File: src/hdl/lmb_pkg.sv
// ----------------------------------------------------------------------------
// lmb_pkg
// Types and constants shared by the level meter ballistics block.
// ----------------------------------------------------------------------------
package lmb_pkg;

  localparam logic [15:0] ATTACK_RESET  = 16'd53150;
  localparam logic [15:0] RELEASE_RESET = 16'd5242;
  localparam logic [15:0] DECAY_RESET   = 16'd2150;
  localparam logic [15:0] FLOOR_RESET   = 16'hC400;
  localparam logic [15:0] CEILING_RESET = 16'd3072;
  localparam logic [7:0]  HOLD_RESET    = 8'd30;

  localparam logic [15:0] PEAK_DB_RESET = 16'hC400;

  localparam logic signed [19:0] DB_SCALE = 20'sd394566;

  typedef enum logic [2:0] {
    REG_ATTACK  = 3'd0,
    REG_RELEASE = 3'd1,
    REG_DECAY   = 3'd2,
    REG_FLOOR   = 3'd3,
    REG_CEILING = 3'd4,
    REG_HOLD    = 3'd5
  } lmb_reg_e;

  typedef struct packed {
    logic [1:0]  channel_index;
    logic [19:0] new_level;
  } lmb_in_t;

  typedef struct packed {
    logic [1:0]  out_channel;
    logic [19:0] smoothed_level;
    logic [15:0] level_db_out;
    logic [15:0] peak_db_out;
  } lmb_out_t;

  typedef struct packed {
    logic [19:0] level;
    logic [19:0] peak;
    logic [15:0] peak_db;
    logic [7:0]  hold;
  } lmb_entry_t;

  typedef struct packed {
    logic        start;
    logic [19:0] x;
  } lmb_log_req_t;

  typedef struct packed {
    logic        done;
    logic [15:0] db;
  } lmb_log_rsp_t;

endpackage

File: src/hdl/lmb_log_db.sv
// ----------------------------------------------------------------------------
// lmb_log_db
// Converts a Q4.16 level to a clamped Q8.8 decibel value. The log2 fraction
// is built by one squaring round of the mantissa per cycle.
// ----------------------------------------------------------------------------
module lmb_log_db (
  input  logic                 clk_i,
  input  logic                 rst_ni,
  input  lmb_pkg::lmb_log_req_t req_i,
  input  logic [15:0]          floor_db_i,
  input  logic [15:0]          ceiling_db_i,
  output lmb_pkg::lmb_log_rsp_t rsp_o
);
  import lmb_pkg::*;

  typedef enum logic [1:0] {
    L_IDLE,
    L_SQUARE,
    L_MUL,
    L_FIN
  } log_state_e;

  log_state_e        state_q;
  logic [4:0]        exp_q;
  logic [31:0]       mant_q;
  logic [15:0]       frac_q;
  logic [3:0]        cnt_q;
  logic signed [40:0] prod_q;
  logic              done_q;
  logic [15:0]       db_q;

  logic [4:0]        lead;
  logic [31:0]       norm;
  logic [63:0]       sq;
  logic signed [20:0] log_val;
  logic signed [40:0] prod_d;
  logic signed [40:0] rnd;
  logic signed [15:0] raw_db;
  logic signed [15:0] clamp_db;

  always_comb begin
    lead = 5'd0;
    for (int i = 0; i < 20; i++) begin
      if (req_i.x[i]) begin
        lead = 5'(i);
      end
    end
    norm = {12'd0, req_i.x} << (5'd31 - lead);
  end

  assign sq = {32'd0, mant_q} * {32'd0, mant_q};

  assign log_val = $signed({5'(exp_q - 5'd16), frac_q});
  assign prod_d  = log_val * DB_SCALE;
  assign rnd     = prod_q + 41'sd8388608;
  assign raw_db  = $signed(rnd[39:24]);

  always_comb begin
    clamp_db = raw_db;
    if (clamp_db < $signed(floor_db_i)) begin
      clamp_db = $signed(floor_db_i);
    end
    if (clamp_db > $signed(ceiling_db_i)) begin
      clamp_db = $signed(ceiling_db_i);
    end
  end

  always_ff @(posedge clk_i or negedge rst_ni) begin
    if (!rst_ni) begin
      state_q <= L_IDLE;
      done_q  <= 1'b0;
      exp_q   <= '0;
      mant_q  <= '0;
      frac_q  <= '0;
      cnt_q   <= '0;
      prod_q  <= '0;
      db_q    <= '0;
    end else begin
      done_q <= 1'b0;
      case (state_q)
        L_IDLE: begin
          if (req_i.start) begin
            if (req_i.x == 20'd0) begin
              db_q   <= floor_db_i;
              done_q <= 1'b1;
            end else begin
              exp_q   <= lead;
              mant_q  <= norm;
              frac_q  <= '0;
              cnt_q   <= '0;
              state_q <= L_SQUARE;
            end
          end
        end
        L_SQUARE: begin
          if (sq[63]) begin
            mant_q <= sq[63:32];
            frac_q <= {frac_q[14:0], 1'b1};
          end else begin
            mant_q <= sq[62:31];
            frac_q <= {frac_q[14:0], 1'b0};
          end
          cnt_q <= cnt_q + 4'd1;
          if (cnt_q == 4'd15) begin
            state_q <= L_MUL;
          end
        end
        L_MUL: begin
          prod_q  <= prod_d;
          state_q <= L_FIN;
        end
        L_FIN: begin
          db_q    <= clamp_db;
          done_q  <= 1'b1;
          state_q <= L_IDLE;
        end
        default: state_q <= L_IDLE;
      endcase
    end
  end

  assign rsp_o.done = done_q;
  assign rsp_o.db   = db_q;

endmodule

File: config.mk
export PLATFORM = sky130hd
export DESIGN_NAME = lmb_log_db
export DESIGN_NICKNAME = d
export VERILOG_FILES = /design/src/hdl/lmb_pkg.sv /design/src/hdl/lmb_log_db.sv
export SDC_FILE = /design/constraint.sdc
export NUM_CORES = 2
export LEC_CHECK = 0
export ABC_AREA = 1
export ABC_CLOCK_PERIOD_IN_PS = 6550
export BUFFER_PORTS_ARGS = -buffer_cell sky130_fd_sc_hd__buf_2
export CORE_ASPECT_RATIO = 1.2
export CORE_MARGIN = 2
export CORE_UTILIZATION = 40
export CTS_CLUSTER_SIZE = 12
export DETAILED_ROUTE_END_ITERATION = 12
export PLACE_DENSITY = 0.65
export SYNTH_ARGS = -nofsm -noshare
export SYNTH_HDL_FRONTEND = slang
export SYNTH_SLANG_ARGS = --single-unit
File: constraint.sdc
create_clock -name clk_i -period 6.55 [get_ports clk_i]
set_input_delay 1.31 -clock clk_i [delete_from_list [all_inputs] [get_ports clk_i]]
set_output_delay 1.31 -clock clk_i [all_outputs]
set_load 0.02 [all_outputs]
---- Word-level counts from Yosys, hierarchy flattened ----
Index checks and enable logic that the tools add are counted.
storage, ports and cells
  ROM bits ................................ 0
  logic and storage cells ................. 76
  RAM bits ................................ 0
  memories kept ........................... 0
  bits of input ports ..................... 55
  output and inout bits ................... 17
  flip-flop bits (word level) ............. 115
  bits in latches ......................... 0
operators by class
  equality and inequality tests ........... 8
  reduce and logical (&&, ||, !) cells .... 8
  multiplexer cells ....................... 42
  bitwise logic cells ..................... 1
  shift-type cells ........................ 1
  multiply operators ...................... 2
  div/mod/pow operators ................... 0
  $add $sub $neg .......................... 4
  $lt $le $gt $ge ......................... 2
operators with widths
  kind                                                                   number
  16-bit two-way mux                                                     6
  32-bit two-way mux                                                     3
  5-bit two-way mux                                                      17
  32-bit by 32-bit multiplier with 64-bit output                         1
  16-bit case mux with 2 select lines                                    2
  32-bit case mux with 2 select lines                                    1
  40-bit by 25-bit adder with 40-bit output, second input constant       1
  21-bit by 19-bit multiplier with 39-bit output, second input constant  1
  20-bit by 5-bit << shifter with 32-bit output                          1
  20-bit logical NOT                                                     1
  16-bit > comparator                                                    1
  16-bit less-than comparator                                            1
  3-bit AND reduction                                                    4
  2-bit two-way mux                                                      4
  4-bit two-way mux                                                      2
  2-bit inequality test, second input constant                           4
  2-bit case mux with 4 select lines                                     1
  4-bit case mux with 2 select lines                                     1
  5-bit subtractor, first input constant                                 1
  5-bit subtractor, second input constant                                1
  4-bit by 1-bit adder with 4-bit output, second input constant          1
  2-bit equality test, second input constant                             2
  4-bit equality test, second input constant                             1
  1-bit two-way mux                                                      4
  5 further kinds                                                        6

---- Logic depth before layout (Yosys ltp) ----
  word-level depth ........................ 24
  gate-level depth with buffers ........... 38
  depth with buffers taken out ............ 35

---- Worst setup path after synthesis ----
No wires, ideal clock.
  path type ............................... register to register
  from .................................... register mant_q[27]
  to ...................................... register mant_q[17]
  arrival time ............................ 7.132 ns
  cell stages (with the launch flop) ...... 35
  buffers on the path ..................... 3
  clock period less this slack ............ 7.250 ns
  slack ................................... -0.700 ns
  required time ........................... 6.433 ns
  setup time .............................. 0.117 ns
  cell sequence ........................... dfrtp_1 -> clkbuf_1 -> buf_1 -> nand2_1 -> fa_1 -> fa_1 -> inv_1 -> fa_1 -> inv_1 -> fa_1 -> inv_1 -> fa_1 -> fa_1 -> fa_1 -> inv_1 -> fa_1 -> inv_1 -> ha_1 -> a21oi_1 -> inv_1 -> a21oi_1 -> inv_1 -> a21oi_1 -> o21ai_0 -> a21oi_1 -> nand2_1 -> nand2_1 -> nand2_4 -> inv_2 -> buf_6 -> nand2_1 -> nand3_1 -> nand4_1 -> o21ai_1 -> inv_1
between the ends
  word-level cells in the longest chain between the ends .. 3
RTL lines
  element                                         RTL line           source
  start: declaration                              lmb_log_db.sv:25   logic [31:0] mant_q;
  start signal: assignment                        lmb_log_db.sv:88   mant_q <= norm;
  start signal: assignment                        lmb_log_db.sv:97   mant_q <= sq[63:32];
  start signal: assignment                        lmb_log_db.sv:100  mant_q <= sq[62:31];
  32-bit by 32-bit multiplier with 64-bit output  lmb_log_db.sv:51   assign sq = {32'd0, mant_q} * {32'd0, mant_q};
  32-bit two-way mux                              lmb_log_db.sv:96   if (sq[63]) begin
  32-bit case mux with 2 select lines             lmb_log_db.sv:80   case (state_q)
Every way passes these cells.
A chain may end at the register's enable or synchronous reset.

---- Worst setup path after layout ----
  from .................................... register mant_q[7]
  to ...................................... register mant_q[18]
Same word-level chain as after synthesis.

==> metrics.txt <==
crit path kind=flip-flop to flip-flop; syn_nets=6694; crit end category=flip-flop; clk_skew=20.3 ps; synth unique cells=53; Max Cap Viol=0; vias in the first global route=38800; clk_lat worst skew=390 ps; largest net degree at the start of global routing=59; Layout area overhead=22.7%; # rows=131; core outline area=around 110000 um2; flops & latches, synth=between 90 and 100; main flop type after synthesis=dfrtp_1; Fillers=10200; cell mode on critical path=fa_2; post-route setup slack=-1090 ps; f_max=131 MHz; CP max FO=6; max-slew violation count=0; R2R Setup Slk=-1090 ps; DRT Pass-1 Iters=5; Crit Reg-Reg Startpoint=mant_q[7]$_DFFE_PN0P_; initial antenna violation count=5; die area=around 110000 um2; synthesized cell area=42600 um2; Tightest Pin Transition=983 ps; critical path startpoint category=flip-flop; reg-to-reg critical path endpoint=mant_q[18]$_DFFE_PN0P_; Post-synth EDFFs=0; DR vias=roughly 35000; HP Class=flip-flop to flip-flop; dpl hpwl=roughly 100000 um; GRT overflow=0; Root Buffer=clkbuf_16; final hold vios=0; initial drt markers=1912; CP peak stage delay=590 ps; footprint of the multi-input gates=34800 um2; initial core utilization=40.2%; Final Cycle Share=117%; post-DR vias/cell=~4.8; asr flop ratio synth=100%; status=finished with violations; Req. time, crit path=6830 ps; port bufs=71; gpl congestion=0.936; CTS max path bufs=2; Synth Instances=5251; chip width=302 um; clk slew on worst S/H paths=80 ps; Final Setup Violations=33; failing checks=negative setup slack; Routed WL per cell=16.6 um; layout cell share with drive strength beyond 1=slightly below 20%; end of the critical path=mant_q[18]$_DFFE_PN0P_; global-route wire length before repair=around 200000 um; unrepaired setup endpoints after global routing=true; I/O pins=72; # nets final=7352; Sink Count=93; htree depth=3; Num CTS Buffers=9; leading area contributor after synthesis=fa_1; Die Y=361 um; critical path data arrival time=7920 ps; post-synthesis sequential area ratio=between 5 and 6%; register area=2340 um2; slowest library cell on the worst path=fa_2; Post-Route WL=121000 um; Worst Setup SP=mant_q[7]$_DFFE_PN0P_; post-route ant nets=0; Final Core Density=49.3%; Syn. warnings=0; synth top area cells=fa_1 (41%), ha_1 (15%), inv_1 (14%), nand2_1 (8.2%), dfrtp_1 (5.5%); Worst Reg-to-Reg Cells=33; Slew headroom=34.5%; total track usage=23.2%; Avg Synthesized Cell Area=8.11 um2; clock tree from TritonCTS=built; DRC=0; Min Clock Period, post-route=around 7600 ps; Synth top area share=41.3%
==> state kept, by name, indices dropped and copies added, names as in the netlist <==
| signal | count |
|---|---|
| prod_q | 17 |
| done_q | 1 |
| state_q | 2 |
| mant_q | 32 |
| frac_q | 16 |
| db_q | 16 |
| exp_q | 5 |
| cnt_q | 4 |
==> per-stage QoR <==
step           hold slack (ps)  instances  setup TNS (ps)  cell area [um2]  setup slack [ps]
2_1_floorplan              471       5251           -8210            43000              -308
6_report                   507       7315          -30740            52200             -1090
4_1_cts                    510       7294          -29470            51500             -1010
3_5_place_dp               501       7212          -33060            49600             -1400
3_3_place_gp               487       7212          -31890            49600             -1390
5_1_grt                    541       7315          -37410            52200             -1230
==> kinds of logic (layout without fill, tap and decap cells) <==
kind of cell	Yosys count	in the layout	share of synthesized area (%)
buf+inv	1797	2460	16.0
compound gates	477	477	6.51
flops	93	93	5.47
simple gates	1374	1374	13.2
fa+ha+maj	1388	1388	56.3
xor+xnor	122	122	2.51
other cells	0	5	0
==> placed cells by master (no fill, tap or decap), types with 13 or more instances in the layout <==
cell type,n
a21o_1,24
a21oi_1,163
a21oi_2,28
a31oi_1,16
buf_12,62
buf_2,70
buf_4,629
buf_6,36
dfrtp_1,79
dfrtp_2,14
fa_1,830
fa_2,49
ha_1,483
ha_4,25
inv_1,1590
inv_2,41
nand2_1,874
nand2_2,54
nand2_4,16
nand3_1,155
nand4_1,29
nor2_1,154
nor2_2,21
nor3_1,13
o21ai_0,86
o21ai_1,34
o21ai_2,14
o21bai_1,21
o22ai_1,15
xnor2_1,38
xor2_1,67
==> cells in the mapped netlist, drive strengths merged, types with 5 or more instances <==
cell type  instances
a31o               7
fa               879
dfrtp             93
a21oi            195
a31oi             23
clkinv             5
inv             1634
clkbuf           128
ha               509
buf               30
a21o              24
o31ai              7
xor2              74
xnor2             48
nand2            946
nand4             30
nor4              12
nand3            167
a21boi             7
o22ai             15
or2               15
nor3              18
a221oi             5
o211ai             9
o21bai            21
nand3b             6
nor2             179
o21ai            135
o21a              12
==> cell type report <==
class | count | area share [%]
sequential | 93 | 4.49
inverter | 1639 | 11.8
antenna | 5 | 0.0239
clock inverter | 6 | 0.101
tap | 1396 | 3.34
timing repair buffer | 805 | 13.3
multi-input combinational | 3361 | 66.6
clock buffer | 10 | 0.438
==> repair_timing <==
item,4_1_cts,5_1_grt
hold buffers,0,0
endpoints found under the setup margin,33,34
endpoints found under the hold margin,0,0
gates cloned,6,0
gates resized for setup,241,149
pin swaps,111,29
setup buffers,62,17
==> metal layers <==
metal,GRT usage [%],share of wire (%)
met5,0,0
met4,8.52,4.3
met3,1.71,3.1
met2,43.3,53
met1,27.5,39
==> worst min-delay path by stage <==
| stage | slack (ps) | to | from | cells after the start |
|---|---|---|---|---|
| finish | 510 | cnt_q[0]$_DFFE_PN0P_ | cnt_q[0]$_DFFE_PN0P_ | 1 |
| global route | 540 | cnt_q[0]$_DFFE_PN0P_ | cnt_q[0]$_DFFE_PN0P_ | 1 |
| CTS | 510 | cnt_q[0]$_DFFE_PN0P_ | cnt_q[0]$_DFFE_PN0P_ | 1 |
| detailed placement | 500 | cnt_q[0]$_DFFE_PN0P_ | cnt_q[0]$_DFFE_PN0P_ | 1 |
| global placement | 490 | prod_q[39]$_DFFE_PN0P_ | prod_q[39]$_DFFE_PN0P_ | 2 |
| floorplan | 470 | cnt_q[0]$_DFFE_PN0P_ | cnt_q[0]$_DFFE_PN0P_ | 1 |
==> critical path: cells and delay by family (launching register included) <==
kind                       cells  cell delay (ps)
AOI/OAI and AO/OA              1              190
adders and majority gates      9             4430
buffers and inverters          9              760
DFF                            1              450
and+or+nand+nor               14             1690
Power is not shown: default switching activity piles up to over one toggle a cycle in this logic, so the estimate is an artifact.
