### config.mk
export PLATFORM = sky130hd
export DESIGN_NAME = lmb_ram
export DESIGN_NICKNAME = d
export VERILOG_FILES = /design/src/hdl/lmb_ram.sv
export SDC_FILE = /design/constraint.sdc
export NUM_CORES = 1
export LEC_CHECK = 0
export BUFFER_PORTS_ARGS = -buffer_cell sky130_fd_sc_hd__buf_2
export CORE_ASPECT_RATIO = 1.25
export CORE_MARGIN = 1
export CORE_UTILIZATION = 30
export CTS_BUF_LIST = sky130_fd_sc_hd__clkbuf_2 sky130_fd_sc_hd__clkbuf_4 sky130_fd_sc_hd__clkbuf_8
export DETAILED_ROUTE_END_ITERATION = 12
export HOLD_SLACK_MARGIN = 0.06
export SYNTH_ARGS = -nofsm -noshare
export SYNTH_HDL_FRONTEND = slang
export SYNTH_SLANG_ARGS = --single-unit
### constraint.sdc
create_clock -name clk_i -period 8.85 [get_ports clk_i]
set_input_delay 1.3275 -clock clk_i [delete_from_list [all_inputs] [get_ports clk_i]]
set_output_delay 1.3275 -clock clk_i [all_outputs]
set_load 0.01 [all_outputs]
### src/hdl/lmb_ram.sv
// ----------------------------------------------------------------------------
// lmb_ram
// Generic single-port-write, single-port-read RAM with registered read data.
// ----------------------------------------------------------------------------
module lmb_ram #(
  parameter int WIDTH = 64,
  parameter int DEPTH = 4,
  localparam int AW = (DEPTH > 1) ? $clog2(DEPTH) : 1
) (
  input  logic             clk_i,
  input  logic             we_i,
  input  logic [AW-1:0]    waddr_i,
  input  logic [WIDTH-1:0] wdata_i,
  input  logic             re_i,
  input  logic [AW-1:0]    raddr_i,
  output logic [WIDTH-1:0] rdata_o
);

  logic [WIDTH-1:0] mem_q [DEPTH];
  logic [WIDTH-1:0] rdata_q;

  always_ff @(posedge clk_i) begin
    if (we_i) begin
      mem_q[waddr_i] <= wdata_i;
    end
    if (re_i) begin
      rdata_q <= mem_q[raddr_i];
    end
  end

  assign rdata_o = rdata_q;

endmodule

After elaboration in Yosys (flattened, before gate mapping) --
Memories as Yosys holds them, arrays and structs flattened. A register that Yosys moved wholly into a read port is not among the register bits. Index checks and enable logic that the tools add are counted.
Storage, ports and cells: bits in writable memories 256, memories 1, bits in read-only memories 0, logic and storage cells 3, bits of input ports 71, output and inout port bits 64, register bits 0, bits in latches 0
Operators by class: magnitude comparators 0, $mul 0, div/mod/pow operators 0, shift-type cells 0, add/sub/neg operators 0, muxes and demuxes 2, reduce and logical (&&, ||, !) cells 0, equality and inequality tests 0, bitwise gates (word level) 0
Memory list:
- mem_q | words 4, width 64, read ports 1, clocked after memory_dff 1, write ports 1, RTL line 19 | logic [WIDTH-1:0] mem_q [DEPTH];
Operators with widths (number):
- $mux W1 | 2

Depth between registers and ports, before layout --
Gate-level depths: netlist of the first run.
word-level depth 2, gate-level depth with buffers 3, depth with buffers taken out 1

Least setup slack after synthesis of the first run --
OpenSTA, ideal clock, no wires.
path kind input to register, from in waddr_i[1], to mem mem_q[0][0] (enable), path buffers 0, required time 8271 ps, setup slack 2241 ps, stages 1, setup time 579 ps, arrival time 6030 ps, cell sequence nor3b_1
RTL lines:
- from (decl) | RTL line 12 | input logic [AW-1:0] waddr_i,
- to (decl) | RTL line 19
Straight into the memory's write port.

Final worst setup path of the first run --
from in raddr_i[0], to reg rdata_q[2] (netlist: rdata_o[2]), read port of mem_q (data pin)
RTL lines:
- from (decl) | RTL line 15 | input logic [AW-1:0] raddr_i,
- to (decl) | RTL line 20 | logic [WIDTH-1:0] rdata_q;
No word-level cell between the ends.

==> reports/results.ini, run 1 <==
[final_layout]
multi_input_area_um2=1510
ff_latch_area_um2=9610
fillCellCount=3385
final_cell_area_um2=13400
final_common_cell=edfxtp_1
area.growth.synth_to_final_pct=18.8
num_antenna_cells=0
layout_common_cells=edfxtp_1 (320), buf_2 (131), mux4_2 (60)
drive_above_1_share_pct=45.2
layout.nets=648

[synth]
syn_area_per_cell_um2=28.0
yosysSeqAreaShare_pct=85.3
synth_area_leader_cell=edfxtp_1
yosys_warnings=0
postSynthCellCount=402
syn_nets=473
ys_types=10
yosys-top-cells-area=edfxtp_1 (85%), mux4_2 (12%), buf_12 (1.1%)
synth.cell_area_um2=11300
ys_seq_elements=320
synth_top_area_share_pct=85.3

[clock_network]
htree_levels=2
cts_sinks=320
postCtsHoldBufs=0
clk_latency_ns=0.58
postCtsResizedCells=0
postCtsSetupRepairBufs=0
cts_tree=yes
clk_pin_slew_ns=0.06
root_buffer=clkbuf_8
clk_path_buf_depth=3
numCtsBuffers=49

[sta]
fmax_ghz=0.346
rsz0062_at_grt=no
fin_setup_tns_ns=0
hold_viol_final=0
finalSetupViolations=0
min_period_ns=2.89
fin_crit_sh_pct=32.7
drv_slew=0
tightest_slew_ns=1.06
fin_hold_ws_ns=0.610
fin_skew_ns=0.0177
slew_headroom_pct=29.6

[setup_path]
required_ns=9.15
crit_path_start=raddr_i[0]
reg2reg_slack_ns=7.69
path_class=input pin to flop
worstSetupEndpointType=flop
ff2ff_path_depth=1
crit_fanout=43
start_kind=input pin
r2r_end=rdata_o[29]
crit_arrival_ns=3.19
r2r_start=mem_q[3][29]

[floorplanning]
start_util_pct=30.4
dieWidth_um=175
dieHeight_um=219
ioPinCount=135
rows=79
dieArea_um2=38300
coreArea_um2=37100

[pwr]
p_comb_share_pct=5.1
power_frac_clock_pct=38.0
p_seq_share_pct=56.9
switching_share_pct=21.0
p_leak_uw=0.00446
cellPowerDensity_nw_per_um2=234
ir_drop_v=0.0000982
switchingPower_uw=658
p_int_uw=2480

[grt]
antenna_found_initial=2
grt_pass1_vias=5380
grt_pass1_wl_um=31500
grt_max_degree=65
grt_util_all_layers_pct=11.1
grt_overflow_total=0

[status]
status=completed

[route]
drc_errors=0
viasPerCell=4.42
wl_um=21200
drt_first_pass_iters=4
num_vias=4857
drtIter0Drc=231
wl_per_cell_um=19.3
ant_nets=0

[min_path]
hp-class=flop to flop
hold_path_end=rdata_o[0]
hp-start=mem_q[3][0]
whs_path_depth=1

[place]
placed_area_um2=12400
place_congestion=0.655
io_buffers=134

[job]
drv_cap=0

-- cells by family (layout without fill, tap and decap cells) --
logic type	Yosys count	count (layout)	share of synthesized area, %
multiplexers	64	64	12.9
buffers and inverters	14	225	1.48
AND/OR/NAND/NOR	4	4	0.278
flip-flops	320	320	85.3
-- worst max path at each step --
stage | to
final | rdata_o[2]
after CTS | rdata_o[63]
after global placement | rdata_o[2]
after global routing | rdata_o[63]
after floorplan | mem_q[0][0]
after detailed placement | rdata_o[63]
-- sequential cells by signal (all words and copies together) (netlist names) --
name     cells
rdata_o     64
mem_q      256
-- cell type report --
type                            instances  area share (%)
Clock buffer                           65            5.94
Clock inverter                         22            1.12
Multi-Input combinational cell         68            11.3
Sequential cell                       320            71.8
Tap cell                              486            4.55
Timing Repair Buffer                  138            5.29
-- synthesized netlist by cell type --
cell        n
clkbuf_2    1
mux4_1      4
edfxtp_1  320
nor3b_1     1
mux4_2     60
and3b_1     2
buf_2       6
and3_1      1
buf_12      6
buf_6       1
-- stage by stage --
step	utilization (%)	setup WS [ns]	total power, uW	std cells
floorplan	-	2.24	1900	402
global placement	33.5	5.31	1970	1012
detailed placement	33.5	5.24	1980	1012
CTS	36.1	5.87	3190	1099
global route	36.1	5.76	3260	1099
finish	36.1	5.96	3130	1099
-- power groups by stage --
stage               Clock [uW]  Sequential [uW]  Combinational [uW]
floorplan                    0             1820                77.3
global placement             0             1810                 158
detailed placement           0             1820                 165
CTS                       1240             1790                 165
global route              1290             1790                 173
finish                    1190             1780                 160
-- metal layers --
metal / up-vias / global-route usage, % / routed length (um)
li1: 2104 / - / -
met1: 2551 / 12.5 / 8310
met2: 147 / 19.5 / 10800
met3: 51 / 3.17 / 1290
met4: 4 / 4.84 / 701
met5: - / 0 / 19
-- worst max-delay path, cell delays in order --
cell    delay, ns
buf_4        0.37
buf_4        0.81
mux4_1       0.63
(Power assumes the default switching activity.)
==> run 2: changes to the inputs <==
- ABC_AREA: default -> 1
- clock period: 8.85 -> 2.6 ns (I/O delays scaled with it)
==> reports/results.ini, run 2 <==
[route]
viasPerCell=4.12
wl_per_cell_um=14.2
drtIter0Drc=440
drt_first_pass_iters=4
drc_errors=0
ant_nets=0
wl_um=26900
num_vias=7774

[clock_network]
clk_path_buf_depth=3
postCtsHoldBufs=64
cts_tree=yes
htree_levels=2
cts_sinks=320
clk_latency_ns=0.58
clk_pin_slew_ns=0.06
postCtsSetupRepairBufs=0
postCtsResizedCells=0
numCtsBuffers=49
root_buffer=clkbuf_8

[place]
placed_area_um2=14100
io_buffers=134
hpwl_um=14900
place_congestion=0.694
dp_slack_ns=0.578

[setup_path]
crit_buf_inv=1
start_kind=flop
reg2reg_slack_ns=1.67
ff2ff_path_depth=4
r2r_start=mem_q[3][63]
crit_fanout=1
crit_chain=buf_2
critical-path-top-delay-family=flip-flops
cp_slowest_cell=edfxtp_1
path_class=flop to primary output
worstSetupEndpointType=primary output
crit_arrival_ns=1.23
crit_cells=1
cpPeakStageDelay_ns=0.47
r2r_end=rdata_o[63]
required_ns=2.21

[grt]
busiest_layer=met2
grt_overflow_total=0
grt_pass1_wl_um=42400
grt_pass1_vias=8021
grt_max_degree=91
grt_use_met3_pct=2.60
antenna_found_initial=2
grt_util_met2_pct=23.6
grt_util_all_layers_pct=12.9
met1_usage_pct=14.6

[floorplanning]
start_util_pct=30.7
dieArea_um2=43100
ioPinCount=135
dieWidth_um=186
coreArea_um2=41300
rows=83
dieHeight_um=232

[synth]
syn_nets=1145
synthSimpleGateAreaFrac_pct=14.7
postSynthCellCount=1074
yosys-top-cells-area=edfxtp_1 (76%), nand2_1 (9.5%), inv_1 (7.7%)
synth_top_area_share_pct=75.8
synthMuxAreaShare_pct=0
synth_area_leader_cell=edfxtp_1
synthAdderAreaFrac_pct=0
synth.cell_area_um2=12700
synth_edf_count=320
ys_types=10
syn_area_per_cell_um2=11.8
synth_flop_cell=edfxtp_1
synth-xor-area-share_pct=0
synth_compound_area_share_pct=0
async_reset_ff_share_pct=0
ys_seq_elements=320
yosys_warnings=0
yosysSeqAreaShare_pct=75.8
yosys-top-cells-count=edfxtp_1 (320), nand2_1 (320), inv_1 (259), nand3_1 (128), buf_2 (21)
synth_top_family_by_area=simple AND/OR/NAND/NOR gates

[min_path]
hp-class=input pin to flop
hold_path_end=rdata_o[28]
whs_path_depth=1
hp-start=re_i

[sta]
fmax_ghz=0.617
drv_slew=0
fin_skew_ns=0.0340
tightest_slew_ns=0.928
fin_crit_sh_pct=62.4
finalSetupViolations=0
min_period_ns=1.62
hold_viol_final=0
rsz0062_at_grt=no
finalWorstSetupSlack_ns=0.979
fin_setup_tns_ns=0
slew_headroom_pct=38.1

[final_layout]
area.growth.synth_to_final_pct=23.6
largest_register=mem_q
largest_reg_flops=256
layout_common_cells=nand2_1 (320), edfxtp_1 (320), inv_1 (259)
drive_above_1_share_pct=17.0
final_cell_area_um2=15700
layout.nets=1371

[pwr]
p_leak_uw=0.00687
ir_drop_v=0.000333
cellPowerDensity_nw_per_um2=688
power_uw=10800

[job]
drv_cap=0

[status]
status=completed

[run 2: worst max path at each step]
stage / startpoint / end / slack (ns)
2_1_floorplan: waddr_i[1] / mem_q[3][0] / -0.83
3_3_place_gp: waddr_i[0] / mem_q[1][46] / 0.59
3_5_place_dp: waddr_i[0] / mem_q[1][44] / 0.58
4_1_cts: rdata_o[20] / rdata_o[20] / 0.94
5_1_grt: rdata_o[21] / rdata_o[21] / 0.93
6_report: rdata_o[20] / rdata_o[20] / 0.98
[run 2: metal layers]
| layer | vias up | share of wire [%] |
|---|---|---|
| li1 | 3873 | - |
| met1 | 3694 | 41 |
| met2 | 148 | 52 |
| met3 | 59 | 4.4 |
| met4 | 0 | 2.8 |
| met5 | - | 0 |
[run 2: kinds of logic after synthesis]
family,Yosys count
buf+inv,302
flops,320
simple gates,452
[run 2: layout make-up]
cell class,instances,area (um^2)
antenna,1,2.50
clock buffer,59,756
clock inverter,27,150
fill,4013,25700
inverter,261,982
multi-input combinational,452,1910
sequential,320,9610
tap,552,691
timing repair buffer,216,1580
[run 2: where the power goes]
part	switching [uW]	leakage [uW]	total [uW]	internal (uW)
clock	1890	0.000466	3900	2020
sequential	71.3	0.00298	6070	6000
combinational	502	0.00342	807	305
[run 2: through the flow]
step                      instances  utilization, %  hold WS [ns]
after floorplan                1074               -         0.489
after global placement         1737            34.2         0.591
after detailed placement       1737            34.2         0.597
after CTS                      1887            37.9         0.229
after global routing           1888            37.9         0.244
final                          1888            37.9         0.265
==> run 3: changes to the inputs <==
- ABC_AREA: 1 -> 0
- clock period: 2.6 -> 1.45 ns (I/O delays scaled with it)
==> reports/results.ini, run 3 (synthesis results as in run 1) <==
[status]
status=completed

[sta]
fin_skew_ns=0.0259
rsz0062_at_grt=no
tightest_slew_ns=0.328
fin_setup_tns_ns=0
fin_crit_sh_pct=93.8
min_period_ns=1.36
finalWorstSetupSlack_ns=0.0893
slew_headroom_pct=78.1
fmax_ghz=0.735
hold_viol_final=0
finalSetupViolations=0
drv_slew=0

[grt]
grt_pass1_wl_um=33900
grt_max_degree=39
antenna_found_initial=3
grt_pass1_vias=5904
grt_util_all_layers_pct=12.0
grt_overflow_total=0

[place]
place_congestion=0.697
hpwl_um=13800
io_buffers=134
dp_slack_ns=-0.0780

[setup_path]
required_ns=1.23
cpPeakStageDelay_ns=0.41
path_class=flop to primary output
cp_slowest_cell=edfxtp_1
start_kind=flop
worstSetupEndpointType=primary output
crit_buf_inv=1
critical-path-top-delay-family=flip-flops
crit_fanout=1
crit_arrival_ns=1.14
crit_chain=buf_2
r2r_start=mem_q[1][1]
crit_path_start=rdata_o[58]

[floorplanning]
dieArea_um2=38300
ioPinCount=135
dieWidth_um=175
rows=79
start_util_pct=30.4
coreArea_um2=37100
dieHeight_um=219

[min_path]
hp-class=input pin to flop
hp-start=raddr_i[0]

[final_layout]
layout.nets=734
largest_reg_flops=256
utilization_pct=38.8
final_common_cell=edfxtp_1
largest_register=mem_q
area.growth.synth_to_final_pct=27.8
layout_common_cells=edfxtp_1 (320), buf_2 (131), dlygate4sd3_1 (65)
drive_above_1_share_pct=42.7

[clock_network]
cts_sinks=320
htree_levels=2
postCtsResizedCells=0
root_buffer=clkbuf_8
clk_latency_ns=0.58
clk_path_buf_depth=3
numCtsBuffers=50
clk_pin_slew_ns=0.06
cts_tree=yes

[pwr]
p_leak_uw=0.00491
p_comb_share_pct=6.3
switchingPower_uw=4090
switching_share_pct=21.1
p_seq_share_pct=56.1
p_int_uw=15300
power_frac_clock_pct=37.6
cellPowerDensity_nw_per_um2=1350
ir_drop_v=0.000774

[job]
drv_cap=0

[route]
wl_per_cell_um=18.9
drtIter0Drc=284
ant_nets=0
viasPerCell=4.30
drc_errors=0
wl_um=22500
num_vias=5114
drt_first_pass_iters=4

[run 3: cell count changes in the layout (fill, tap and decap cells not counted), moves of 2 or more]
cell / previous run / this run
nor3_4: 4 / 0
and3b_4: 0 / 2
nand2_1: 320 / 0
inv_1: 259 / 0
clkinv_2: 5 / 9
mux4_2: 0 / 60
buf_12: 10 / 15
mux4_1: 0 / 4
clkbuf_4: 9 / 13
nand3_1: 128 / 0
clkinv_1: 17 / 13
[run 3: timing repair]
action	CTS	global route
setup buffers	0	0
hold endpoints to repair	269	0
hold buffers	65	0
[run 3: metrics by stage]
step / area, um^2 / hold slack (ns) / power [uW] / cells
after floorplan: 11300 / 0.316 / 11600 / 402
after global placement: 12800 / 0.426 / 12100 / 1032
after detailed placement: 12800 / 0.436 / 12200 / 1032
after CTS: 14400 / 0.154 / 19700 / 1187
after global routing: 14400 / 0.167 / 20200 / 1187
final: 14400 / 0.206 / 19400 / 1188
[run 3: per-layer routing]
metal,part of all wire [%],wire [um],vias up,GRT usage (%)
met5,0.071,16,-,0
met4,2.5,557,4,4.58
met3,5.5,1240,43,3.38
met2,53,12000,139,22.0
met1,39,8710,2644,13.1
li1,-,-,2284,-
[run 3: worst paths after layout]
| check | end | slack [ns] | cells past startpoint |
|---|---|---|---|
| worst max-delay path | rdata_o[58] | 0.09 | 1 |
| worst min-delay path | rdata_o[2] | 0.21 | 2 |
| worst max register to register | rdata_o[1] | 0.29 | 1 |
| worst min register to register | rdata_o[61] | 0.61 | 1 |
[run 3: power by group through the flow]
stage / Combinational [uW] / Clock (uW) / Sequential (uW)
floorplan: 477 / 0 / 11100
global placement: 1050 / 0 / 11000
detailed placement: 1110 / 0 / 11100
CTS: 1250 / 7560 / 10900
global route: 1320 / 7910 / 10900
finish: 1220 / 7290 / 10900
[run 3: final cells by class]
cell class / count / area (um^2)
Multi-Input combinational cell: 68 / 1510
Timing Repair Buffer: 223 / 1700
Tap cell: 486 / 608
Sequential cell: 320 / 9610
Antenna cell: 1 / 2.50
Fill cell: 3324 / 22700
Clock inverter: 27 / 178
Clock buffer: 63 / 786
